`src/tkf_pkg.sv`:
```
// Package for the three-axis Kalman filter core: fixed-point widths, reset
// values, item kinds, register indexes and the estimate saturation helper.
// No dependencies.
package tkf_pkg;

    localparam int FRAC_BITS = 16;
    localparam int GAIN_BITS = 16;

    localparam int DATA_W = 32;
    localparam int VAR_W  = 32;
    localparam int NUM_CH = 3;
    localparam int CH_W   = 2;
    localparam int ADDR_W = 5;
    localparam int IDX_W  = 3;

    localparam int GAIN_W  = GAIN_BITS + 1;
    localparam int CNT_W   = $clog2(GAIN_BITS + 1);
    localparam int DEN_W   = VAR_W + 1;
    localparam int MUL_A_W = DATA_W + 2;
    localparam int MUL_B_W = GAIN_W + 1;
    localparam int PROD_W  = MUL_A_W + MUL_B_W;
    localparam int DELTA_W = PROD_W - GAIN_BITS;

    typedef logic signed [DATA_W-1:0] est_t;
    typedef logic [VAR_W-1:0]         var_t;
    typedef logic [GAIN_W-1:0]        gain_t;

    localparam logic [CH_W-1:0] CH_X    = 2'd0;
    localparam logic [CH_W-1:0] CH_Y    = 2'd1;
    localparam logic [CH_W-1:0] CH_HEAD = 2'd2;

    localparam logic [1:0] KIND_INIT    = 2'd0;
    localparam logic [1:0] KIND_PREDICT = 2'd1;
    localparam logic [1:0] KIND_UPDATE  = 2'd2;

    localparam logic [IDX_W-1:0] REG_PROC_NOISE_POS  = 3'd0;
    localparam logic [IDX_W-1:0] REG_PROC_NOISE_HEAD = 3'd1;
    localparam logic [IDX_W-1:0] REG_MEAS_NOISE_POS  = 3'd2;
    localparam logic [IDX_W-1:0] REG_MEAS_NOISE_HEAD = 3'd3;
    localparam logic [IDX_W-1:0] REG_INIT_VAR_POS    = 3'd4;
    localparam logic [IDX_W-1:0] REG_INIT_VAR_HEAD   = 3'd5;

    localparam longint unsigned ONE_FX = 64'd1 << FRAC_BITS;

    localparam var_t PROC_NOISE_POS_RST  = VAR_W'((ONE_FX + 64'd10) / 64'd20);
    localparam var_t PROC_NOISE_HEAD_RST = VAR_W'(2 * ONE_FX);
    localparam var_t MEAS_NOISE_POS_RST  = VAR_W'(ONE_FX / 64'd2);
    localparam var_t MEAS_NOISE_HEAD_RST = VAR_W'(15 * ONE_FX);
    localparam var_t INIT_VAR_POS_RST    = VAR_W'((ONE_FX + 64'd5) / 64'd10);
    localparam var_t INIT_VAR_HEAD_RST   = VAR_W'(5 * ONE_FX);

    localparam gain_t ONE_GAIN = {1'b1, {GAIN_BITS{1'b0}}};

    localparam logic signed [PROD_W-1:0] ROUND_BIAS =
        PROD_W'(64'sd1 <<< (GAIN_BITS - 1));

    localparam longint EST_MAX_L = (64'sd1 <<< (DATA_W - 1)) - 64'sd1;
    localparam longint EST_MIN_L = -(64'sd1 <<< (DATA_W - 1));
    localparam logic signed [DELTA_W:0] EST_MAX_X = (DELTA_W + 1)'(EST_MAX_L);
    localparam logic signed [DELTA_W:0] EST_MIN_X = (DELTA_W + 1)'(EST_MIN_L);

    function automatic est_t sat_est(input logic signed [DELTA_W:0] v);
        est_t r;
        if (v > EST_MAX_X)
            r = EST_MAX_X[DATA_W-1:0];
        else if (v < EST_MIN_X)
            r = EST_MIN_X[DATA_W-1:0];
        else
            r = v[DATA_W-1:0];
        return r;
    endfunction

endpackage

```
`src/three_axis_kalman_filter_core.sv`:
```
// Three-axis (x, y, heading) scalar Kalman filter core with APB register port.
// Depends on tkf_pkg.
//
// One item at a time. Init, predict and unknown kinds pass through S_EXEC and
// S_OUT, which loads the result into the output register, and then return to
// S_IDLE for the next transfer. An update runs the three channels one after another
// through a shared restoring divider (one quotient bit per cycle) and a shared
// 34x18 multiplier (innovation term, then variance term); each channel passes
// S_DIV_INIT, S_DIV, S_MUL_GAIN, S_MUL_VAR and S_VAR, and S_DIV is skipped when
// p + r is zero. The result is held in an output register, so a stalled output
// only holds the next item in S_OUT.
module three_axis_kalman_filter_core (
    input  logic                      clk,
    input  logic                      rst_n,
    input  logic                      psel,
    input  logic                      penable,
    input  logic                      pwrite,
    input  logic [tkf_pkg::ADDR_W-1:0] paddr,
    input  logic [31:0]               pwdata,
    output logic [31:0]               prdata,
    output logic                      pready,
    input  logic                      in_valid,
    output logic                      in_ready,
    input  logic [1:0]                kind,
    input  logic signed [31:0]        val_x,
    input  logic signed [31:0]        val_y,
    input  logic signed [31:0]        val_heading,
    output logic                      out_valid,
    input  logic                      out_ready,
    output logic signed [31:0]        est_x,
    output logic signed [31:0]        est_y,
    output logic signed [31:0]        est_heading
);

    localparam logic [3:0] S_IDLE     = 4'd0;
    localparam logic [3:0] S_EXEC     = 4'd1;
    localparam logic [3:0] S_DIV_INIT = 4'd2;
    localparam logic [3:0] S_DIV      = 4'd3;
    localparam logic [3:0] S_MUL_GAIN = 4'd4;
    localparam logic [3:0] S_MUL_VAR  = 4'd5;
    localparam logic [3:0] S_VAR      = 4'd6;
    localparam logic [3:0] S_OUT      = 4'd7;

    // configuration
    tkf_pkg::var_t proc_noise_pos_reg, proc_noise_head_reg;
    tkf_pkg::var_t meas_noise_pos_reg, meas_noise_head_reg;
    tkf_pkg::var_t init_var_pos_reg, init_var_head_reg;

    // control
    logic [3:0]               state_reg, state_next;
    logic [tkf_pkg::CH_W-1:0] ch_reg, ch_next;
    logic [tkf_pkg::CNT_W-1:0] cnt_reg, cnt_next;
    logic                     out_valid_reg, out_valid_next;

    // filter state
    tkf_pkg::est_t est_reg [tkf_pkg::NUM_CH];
    tkf_pkg::est_t est_next [tkf_pkg::NUM_CH];
    tkf_pkg::est_t pest_reg [tkf_pkg::NUM_CH];
    tkf_pkg::est_t pest_next [tkf_pkg::NUM_CH];
    tkf_pkg::var_t var_reg [tkf_pkg::NUM_CH];
    tkf_pkg::var_t var_next [tkf_pkg::NUM_CH];
    tkf_pkg::var_t pvar_reg [tkf_pkg::NUM_CH];
    tkf_pkg::var_t pvar_next [tkf_pkg::NUM_CH];

    // datapath
    logic [1:0]    kind_reg, kind_next;
    tkf_pkg::est_t val_reg [tkf_pkg::NUM_CH];
    tkf_pkg::est_t val_next [tkf_pkg::NUM_CH];
    logic [tkf_pkg::DEN_W-1:0] den_reg, den_next;
    logic [tkf_pkg::DEN_W-1:0] rem_reg, rem_next;
    tkf_pkg::gain_t quo_reg, quo_next;
    logic signed [tkf_pkg::PROD_W-1:0] prod_reg, prod_next;
    tkf_pkg::est_t out_x_reg, out_x_next;
    tkf_pkg::est_t out_y_reg, out_y_next;
    tkf_pkg::est_t out_h_reg, out_h_next;

    logic signed [tkf_pkg::MUL_A_W-1:0] mul_a;
    logic signed [tkf_pkg::MUL_B_W-1:0] mul_b;
    logic signed [tkf_pkg::PROD_W-1:0]  mul_p;

    logic cfg_wr;
    logic [tkf_pkg::IDX_W-1:0] cfg_idx;

    tkf_pkg::var_t r_sel;
    tkf_pkg::var_t pvar_sel;
    tkf_pkg::est_t pest_sel, val_sel;
    logic signed [tkf_pkg::DATA_W:0] innov;
    logic [tkf_pkg::DEN_W+1:0] trial;
    logic nbit;
    logic signed [tkf_pkg::PROD_W-1:0] prod_rnd;
    logic signed [tkf_pkg::DELTA_W-1:0] delta;
    logic signed [tkf_pkg::DELTA_W:0] est_sum;
    tkf_pkg::var_t var_new;
    logic [tkf_pkg::VAR_W:0] pred_sum [tkf_pkg::NUM_CH];

    // APB
    assign pready  = 1'b1;
    assign cfg_idx = paddr[tkf_pkg::ADDR_W-1:2];
    assign cfg_wr  = psel && penable && pwrite && pready;

    always_comb
    begin
        unique case (cfg_idx)
            tkf_pkg::REG_PROC_NOISE_POS:  prdata = proc_noise_pos_reg;
            tkf_pkg::REG_PROC_NOISE_HEAD: prdata = proc_noise_head_reg;
            tkf_pkg::REG_MEAS_NOISE_POS:  prdata = meas_noise_pos_reg;
            tkf_pkg::REG_MEAS_NOISE_HEAD: prdata = meas_noise_head_reg;
            tkf_pkg::REG_INIT_VAR_POS:    prdata = init_var_pos_reg;
            tkf_pkg::REG_INIT_VAR_HEAD:   prdata = init_var_head_reg;
            default:                      prdata = '0;
        endcase
    end

    assign in_ready    = (state_reg == S_IDLE);
    assign out_valid   = out_valid_reg;
    assign est_x       = out_x_reg;
    assign est_y       = out_y_reg;
    assign est_heading = out_h_reg;

    // per-channel selection
    assign r_sel  = (ch_reg == tkf_pkg::CH_HEAD) ? meas_noise_head_reg : meas_noise_pos_reg;
    assign pvar_sel = pvar_reg[ch_reg];
    assign pest_sel = pest_reg[ch_reg];
    assign val_sel  = val_reg[ch_reg];

    assign innov = (tkf_pkg::DATA_W + 1)'(val_sel) - (tkf_pkg::DATA_W + 1)'(pest_sel);

    // restoring divide step; the first step brings in bit 0 of p
    assign nbit  = (cnt_reg == tkf_pkg::CNT_W'(tkf_pkg::GAIN_BITS)) ? pvar_sel[0] : 1'b0;
    assign trial = {1'b0, rem_reg, nbit} - {2'b00, den_reg};

    // shared multiplier: innovation times gain, then p times (1 - gain)
    assign mul_a = (state_reg == S_MUL_VAR) ? {2'b00, pvar_sel} : tkf_pkg::MUL_A_W'(innov);
    assign mul_b = (state_reg == S_MUL_VAR) ? {1'b0, tkf_pkg::ONE_GAIN - quo_reg}
                                            : {1'b0, quo_reg};
    assign mul_p = mul_a * mul_b;

    assign prod_rnd = prod_reg + tkf_pkg::ROUND_BIAS;
    assign delta    = prod_rnd[tkf_pkg::PROD_W-1:tkf_pkg::GAIN_BITS];
    assign est_sum  = (tkf_pkg::DELTA_W + 1)'(pest_sel) + (tkf_pkg::DELTA_W + 1)'(delta);
    assign var_new  = prod_rnd[tkf_pkg::GAIN_BITS +: tkf_pkg::VAR_W];

    always_comb
    begin
        for (int i = 0; i < tkf_pkg::NUM_CH; i++)
        begin
            pred_sum[i] = {1'b0, var_reg[i]}
                        + {1'b0, (i == int'(tkf_pkg::CH_HEAD)) ? proc_noise_head_reg
                                                                : proc_noise_pos_reg};
        end
    end

    always_comb
    begin
        state_next     = state_reg;
        ch_next        = ch_reg;
        cnt_next       = cnt_reg;
        out_valid_next = out_valid_reg;
        kind_next      = kind_reg;
        den_next       = den_reg;
        rem_next       = rem_reg;
        quo_next       = quo_reg;
        prod_next      = prod_reg;
        out_x_next     = out_x_reg;
        out_y_next     = out_y_reg;
        out_h_next     = out_h_reg;
        for (int i = 0; i < tkf_pkg::NUM_CH; i++)
        begin
            est_next[i]  = est_reg[i];
            pest_next[i] = pest_reg[i];
            var_next[i]  = var_reg[i];
            pvar_next[i] = pvar_reg[i];
            val_next[i]  = val_reg[i];
        end

        if (out_valid_reg && out_ready)
            out_valid_next = 1'b0;

        unique case (state_reg)
            S_IDLE:
            begin
                if (in_valid)
                begin
                    kind_next   = kind;
                    val_next[0] = val_x;
                    val_next[1] = val_y;
                    val_next[2] = val_heading;
                    state_next  = S_EXEC;
                end
            end
            S_EXEC:
            begin
                ch_next    = tkf_pkg::CH_X;
                state_next = S_OUT;
                case (kind_reg)
                    tkf_pkg::KIND_INIT:
                    begin
                        for (int i = 0; i < tkf_pkg::NUM_CH; i++)
                        begin
                            est_next[i]  = val_reg[i];
                            var_next[i]  = (i == int'(tkf_pkg::CH_HEAD)) ? init_var_head_reg
                                                                        : init_var_pos_reg;
                            pvar_next[i] = '0;
                        end
                    end
                    tkf_pkg::KIND_PREDICT:
                    begin
                        for (int i = 0; i < tkf_pkg::NUM_CH; i++)
                        begin
                            pest_next[i] = est_reg[i];
                            pvar_next[i] = pred_sum[i][tkf_pkg::VAR_W] ? '1
                                         : pred_sum[i][tkf_pkg::VAR_W-1:0];
                        end
                    end
                    tkf_pkg::KIND_UPDATE:
                        state_next = S_DIV_INIT;
                    default: ;
                endcase
            end
            S_DIV_INIT:
            begin
                den_next = {1'b0, pvar_sel} + {1'b0, r_sel};
                quo_next = '0;
                rem_next = {2'b00, pvar_sel[tkf_pkg::VAR_W-1:1]};
                cnt_next = tkf_pkg::CNT_W'(tkf_pkg::GAIN_BITS);
                // zero sum: gain stays zero
                if (pvar_sel == '0 && r_sel == '0)
                    state_next = S_MUL_GAIN;
                else
                    state_next = S_DIV;
            end
            S_DIV:
            begin
                if (!trial[tkf_pkg::DEN_W+1])
                begin
                    rem_next = trial[tkf_pkg::DEN_W-1:0];
                    quo_next = {quo_reg[tkf_pkg::GAIN_W-2:0], 1'b1};
                end
                else
                begin
                    rem_next = {rem_reg[tkf_pkg::DEN_W-2:0], nbit};
                    quo_next = {quo_reg[tkf_pkg::GAIN_W-2:0], 1'b0};
                end
                if (cnt_reg == '0)
                    state_next = S_MUL_GAIN;
                else
                    cnt_next = cnt_reg - 1'b1;
            end
            S_MUL_GAIN:
            begin
                prod_next  = mul_p;
                state_next = S_MUL_VAR;
            end
            S_MUL_VAR:
            begin
                est_next[ch_reg]  = tkf_pkg::sat_est(est_sum);
                pest_next[ch_reg] = tkf_pkg::sat_est(est_sum);
                prod_next  = mul_p;
                state_next = S_VAR;
            end
            S_VAR:
            begin
                var_next[ch_reg] = var_new;
                if (ch_reg == tkf_pkg::CH_HEAD)
                    state_next = S_OUT;
                else
                begin
                    ch_next    = ch_reg + 1'b1;
                    state_next = S_DIV_INIT;
                end
            end
            S_OUT:
            begin
                if (!out_valid_reg || out_ready)
                begin
                    out_x_next     = est_reg[0];
                    out_y_next     = est_reg[1];
                    out_h_next     = est_reg[2];
                    out_valid_next = 1'b1;
                    state_next     = S_IDLE;
                end
            end
            default:
                state_next = S_IDLE;
        endcase
    end

    always_ff @(posedge clk or negedge rst_n)
    begin
        if (!rst_n)
        begin
            state_reg           <= S_IDLE;
            ch_reg              <= tkf_pkg::CH_X;
            cnt_reg             <= '0;
            out_valid_reg       <= 1'b0;
            proc_noise_pos_reg  <= tkf_pkg::PROC_NOISE_POS_RST;
            proc_noise_head_reg <= tkf_pkg::PROC_NOISE_HEAD_RST;
            meas_noise_pos_reg  <= tkf_pkg::MEAS_NOISE_POS_RST;
            meas_noise_head_reg <= tkf_pkg::MEAS_NOISE_HEAD_RST;
            init_var_pos_reg    <= tkf_pkg::INIT_VAR_POS_RST;
            init_var_head_reg   <= tkf_pkg::INIT_VAR_HEAD_RST;
            for (int i = 0; i < tkf_pkg::NUM_CH; i++)
            begin
                est_reg[i]  <= '0;
                pest_reg[i] <= '0;
                pvar_reg[i] <= '0;
                var_reg[i]  <= (i == int'(tkf_pkg::CH_HEAD)) ? tkf_pkg::INIT_VAR_HEAD_RST
                                                            : tkf_pkg::INIT_VAR_POS_RST;
            end
        end
        else
        begin
            state_reg     <= state_next;
            ch_reg        <= ch_next;
            cnt_reg       <= cnt_next;
            out_valid_reg <= out_valid_next;
            for (int i = 0; i < tkf_pkg::NUM_CH; i++)
            begin
                est_reg[i]  <= est_next[i];
                pest_reg[i] <= pest_next[i];
                var_reg[i]  <= var_next[i];
                pvar_reg[i] <= pvar_next[i];
            end
            if (cfg_wr)
            begin
                unique case (cfg_idx)
                    tkf_pkg::REG_PROC_NOISE_POS:  proc_noise_pos_reg  <= pwdata;
                    tkf_pkg::REG_PROC_NOISE_HEAD: proc_noise_head_reg <= pwdata;
                    tkf_pkg::REG_MEAS_NOISE_POS:  meas_noise_pos_reg  <= pwdata;
                    tkf_pkg::REG_MEAS_NOISE_HEAD: meas_noise_head_reg <= pwdata;
                    tkf_pkg::REG_INIT_VAR_POS:    init_var_pos_reg    <= pwdata;
                    tkf_pkg::REG_INIT_VAR_HEAD:   init_var_head_reg   <= pwdata;
                    default: ;
                endcase
            end
        end
    end

    always_ff @(posedge clk)
    begin
        kind_reg  <= kind_next;
        den_reg   <= den_next;
        rem_reg   <= rem_next;
        quo_reg   <= quo_next;
        prod_reg  <= prod_next;
        out_x_reg <= out_x_next;
        out_y_reg <= out_y_next;
        out_h_reg <= out_h_next;
        for (int i = 0; i < tkf_pkg::NUM_CH; i++)
            val_reg[i] <= val_next[i];
    end

    // checks
    a_accept_to_exec: assert property (@(posedge clk) disable iff (!rst_n)
        in_valid && in_ready |=> state_reg == S_EXEC)
        else $error("accepted transfer did not start execution");

    a_gain_range: assert property (@(posedge clk) disable iff (!rst_n)
        state_reg == S_MUL_GAIN |-> quo_reg <= tkf_pkg::ONE_GAIN)
        else $error("gain above one");

    a_var_shrinks: assert property (@(posedge clk) disable iff (!rst_n)
        state_reg == S_VAR |-> var_new <= pvar_sel)
        else $error("updated variance exceeds predicted variance");

    a_ch_range: assert property (@(posedge clk) disable iff (!rst_n)
        state_reg != S_IDLE |-> ch_reg <= tkf_pkg::CH_HEAD)
        else $error("channel index out of range");

endmodule

```
`config.mk`:
```
export PLATFORM = sky130hd
export DESIGN_NAME = three_axis_kalman_filter_core
export DESIGN_NICKNAME = d
export VERILOG_FILES = /design/src/tkf_pkg.sv /design/src/three_axis_kalman_filter_core.sv
export SDC_FILE = /design/constraint.sdc
export NUM_CORES = 2
export LEC_CHECK = 0
export ABC_AREA = 1
export ABC_CLOCK_PERIOD_IN_PS = 18790
export BUFFER_PORTS_ARGS = -buffer_cell sky130_fd_sc_hd__buf_2
export CAP_MARGIN = 15
export CORE_MARGIN = 1
export CORE_UTILIZATION = 50
export DETAILED_ROUTE_END_ITERATION = 8
export PLACE_DENSITY = 0.79
export SETUP_SLACK_MARGIN = 0.5
export SLEW_MARGIN = 20
export SYNTH_ARGS = -nofsm -noshare
export SYNTH_HDL_FRONTEND = slang
export SYNTH_SLANG_ARGS = --single-unit
```
`constraint.sdc`:
```
create_clock -name clk -period 18.79 [get_ports clk]
set_input_delay 3.758 -clock clk [delete_from_list [all_inputs] [get_ports clk]]
set_output_delay 3.758 -clock clk [all_outputs]
set_load 0.05 [all_outputs]
```
==> summary.md <==
| Metric | Value |
|---|---|
| Largest family of logic cells by synthesized area | adder cells |
| Launching point of the worst reg2reg path | ch_reg[0] |
| Hold Fails Final Rpt | 0 |
| Max clock buf depth | 3 |
| Crit path DAT | 13030 ps |
| Tightest Hold Check Type | reg -> reg |
| Worst R2R Path Depth | 37 |
| Synth Flop Type | dfrtp_1 |
| Cell at the slowest stage of the critical path | nand2_2 |
| Layout Area Growth over Synthesis | 8.91% |
| Crit. Startpoint | ch_reg[0] |
| CTS tree | built |
| GRT Util Overall | 0.355 |
| Hold buffer count at CTS | 0 |
| First-pass GRT wire length | 394 mm |
| Residual DRC | 0 |
| Crit Path Class | reg -> reg |
| Largest net degree at the start of global routing | 114 |
| Most frequent CP cell | nand2_1 |
| Worst rel slew slack | 0.180 |
| Routed len/inst | 24.0 um |
| Total Routed Length | 266 mm |
| Antenna violations before repair | 10 |
| Asr flop ratio synth | 0.651 |
| Status | finished clean |
| Commonest non-fill, non-tap cell in the layout | nand2_1 |
| Setup slack, reg-to-reg | 6220 ps |
| Crit-path max FO | 62 |
| Die ar. | 148000 sq um |
| Seq/Total Area, Yosys | 0.330 |
| Unique masters post-synth | 67 |
| #FFs+latches synth | 901 |
| NumNets Final | 10111 |
| CTS Buf Count | 94 |
| Setup TNS Final | 0 ps |
| Initial Util | 0.503 |
| Die Wd | 385 um |
| WP data required | 19250 ps |
| Clock root buffer | clkbuf_16 |
| Post-synthesis mux area share | 0 |
| Final worst path period share | 0.669 |
| Slew Limit Fails | 0 |
| IO Pins | 273 |
| Worst setup SP type | flip-flop |
| Min-delay src | pvar_reg[60] |
| Vias | 65455 |
| Worst-Margin Slew | 1230 ps |
| Core Region | 146000 sq um |
| Vias in the first global route | 64382 |
| Crit path capture type | flip-flop |
| Clk_lat worst skew | 730 ps |
| Post-synthesis compound-gate area fraction | 0.149 |
| DPL Wire Length | 205 mm |
| Clk slew on worst S/H paths | 60 ps |
| Adder-cell area share of the yosys netlist | 0.209 |
| Worst hold endpoint | pvar_reg[60] |
| Most frequent cells in the layout | nand2_1, inv_1, nor2_1 |
| Clock Sinks | 901 |
| Dpl cell area | 76500 sq um |
| I/O Buffers | 269 |
| DR vias/cell | 5.91 |
| CTS resizes | 0 |
| Crit-path max cell delay | 840 ps |
| Gpl congestion | 1.02 |
| Final Skew | 33.4 ps |
| Synthesized Nets | 9984 |
| Final ANT Viol Nets | 0 |
| Unrepaired setup endpoints after global routing | no |
| Row Count | 140 |
| Max Cap Viol | 0 |
| R2r endpoint | prod_reg[49] |
| Layout cell share with drive strength beyond 1 | 0.118 |
| Avg Cell Area, Syn | 8.19 sq um |
| Setup Fix Bufs, Post-CTS | 0 |
| Hold Path Depth | 2 |
| DR iter-0 viols | 7550 |
| Synthesis Warnings | 0 |
| Detailed Routing Iterations Pass 1 | 9 |
| Post-Synthesis Cell Area | 73300 sq um |
| Number of synthesized flops with an enable pin | 314 |
| Post-Syn Instances | 8944 |
| Synth Area in Simple Gates | 0.193 |
| Fmax | 0.0796 GHz |
| Grt ovf | 0 |
| Final min period | 12570 ps |
| Design area | 79800 sq um |
| Synth Area in XOR/XNOR | 0.0264 |
| Chip height | 385 um |
| Final setup vio count | 0 |
| H-tree depth | 3 |
[metrics by stage]
| step | setup WS [ps] | std cells | utilization | hold WS, ps |
|---|---|---|---|---|
| detailed placement | 6750 | 10891 | 0.525 | 460 |
| global placement | 6790 | 10890 | 0.525 | 457 |
| CTS | 6730 | 11069 | 0.548 | 474 |
| global route | 5950 | 11070 | 0.548 | 489 |
| finish | 6220 | 11073 | 0.548 | 474 |
| floorplan | 9660 | 8944 | - | 441 |
[cell usage after synthesis, types with 7 or more instances]
library cell / n / share of area
a21boi_0: 19 / 0.0019
inv_1: 1386 / 0.071
dfrtp_1: 549 / 0.19
nand2_4: 41 / 0.0063
o21ai_0: 577 / 0.039
ha_1: 353 / 0.060
inv_2: 30 / 0.0015
dfstp_2: 38 / 0.014
and2_1: 12 / 0.0010
or2_1: 8 / 0.00068
nand3_1: 231 / 0.016
fa_1: 545 / 0.15
nand2_1: 1601 / 0.082
a32oi_1: 34 / 0.0041
o21bai_1: 36 / 0.0037
clkbuf_1: 225 / 0.012
buf_1: 17 / 0.00087
o211ai_1: 37 / 0.0038
a21o_1: 28 / 0.0029
nand2_2: 116 / 0.0099
xnor2_1: 65 / 0.0078
and3_1: 9 / 0.00077
nand3_2: 9 / 0.0012
nor2_2: 11 / 0.00094
o21a_1: 49 / 0.0050
a21oi_2: 127 / 0.015
a22oi_1: 36 / 0.0037
buf_2: 79 / 0.0054
nor2_1: 905 / 0.046
o21ai_1: 15 / 0.0010
xor2_1: 152 / 0.018
nand4_1: 65 / 0.0055
or2_2: 141 / 0.012
edfxtp_1: 314 / 0.13
a31oi_1: 77 / 0.0066
o22ai_1: 58 / 0.0050
a211oi_1: 8 / 0.00082
nor3_1: 67 / 0.0046
nor4_1: 37 / 0.0032
a21oi_1: 768 / 0.052
a221oi_1: 7 / 0.00084
[final cells by class]
type | count | area, sq um
fill | 13164 | 65800
multi-input combinational | 6290 | 42500
sequential | 901 | 24200
inverter | 1422 | 5350
clock buffer | 120 | 2590
tap | 1917 | 2400
timing repair buffer | 362 | 2070
clock inverter | 58 | 696
antenna | 3 | 7.51
[metal layers]
| layer | global-route usage | part of all wire | vias up |
|---|---|---|---|
| met5 | 0 | 0.00029 | - |
| met4 | 0.231 | 0.075 | 10 |
| met3 | 0.0795 | 0.10 | 884 |
| met2 | 0.546 | 0.44 | 3788 |
| met1 | 0.453 | 0.38 | 31689 |
| li1 | - | - | 29084 |
[logic make-up after synthesis]
kind of cell,Yosys count
simple gates,3272
fa+ha+maj,898
compound gates,1900
other cells,1
flops,901
xor+xnor,219
buf+inv,1753
[worst max-delay path by stage]
stage / to / slack (ps) / cells past startpoint
global placement: prod_reg[49] / 6790 / 37
detailed placement: prod_reg[49] / 6750 / 37
CTS: prod_reg[49] / 6730 / 37
global route: prod_reg[46] / 5950 / 38
floorplan: prdata[30] / 9660 / 6
finish: prod_reg[49] / 6220 / 37
[critical path, delay by kind of cell (launching register included)]
family,cells,cell delay (ps)
adder cells (fa/ha/maj),8,3800
buffers and inverters,8,1640
XOR/XNOR,1,170
flip-flops,1,680
AND/OR/NAND/NOR,14,4410
AO/OA/AOI/OAI,6,1480
Power is not shown: default switching activity piles up to over one toggle a cycle in this logic, so the estimate is an artifact.
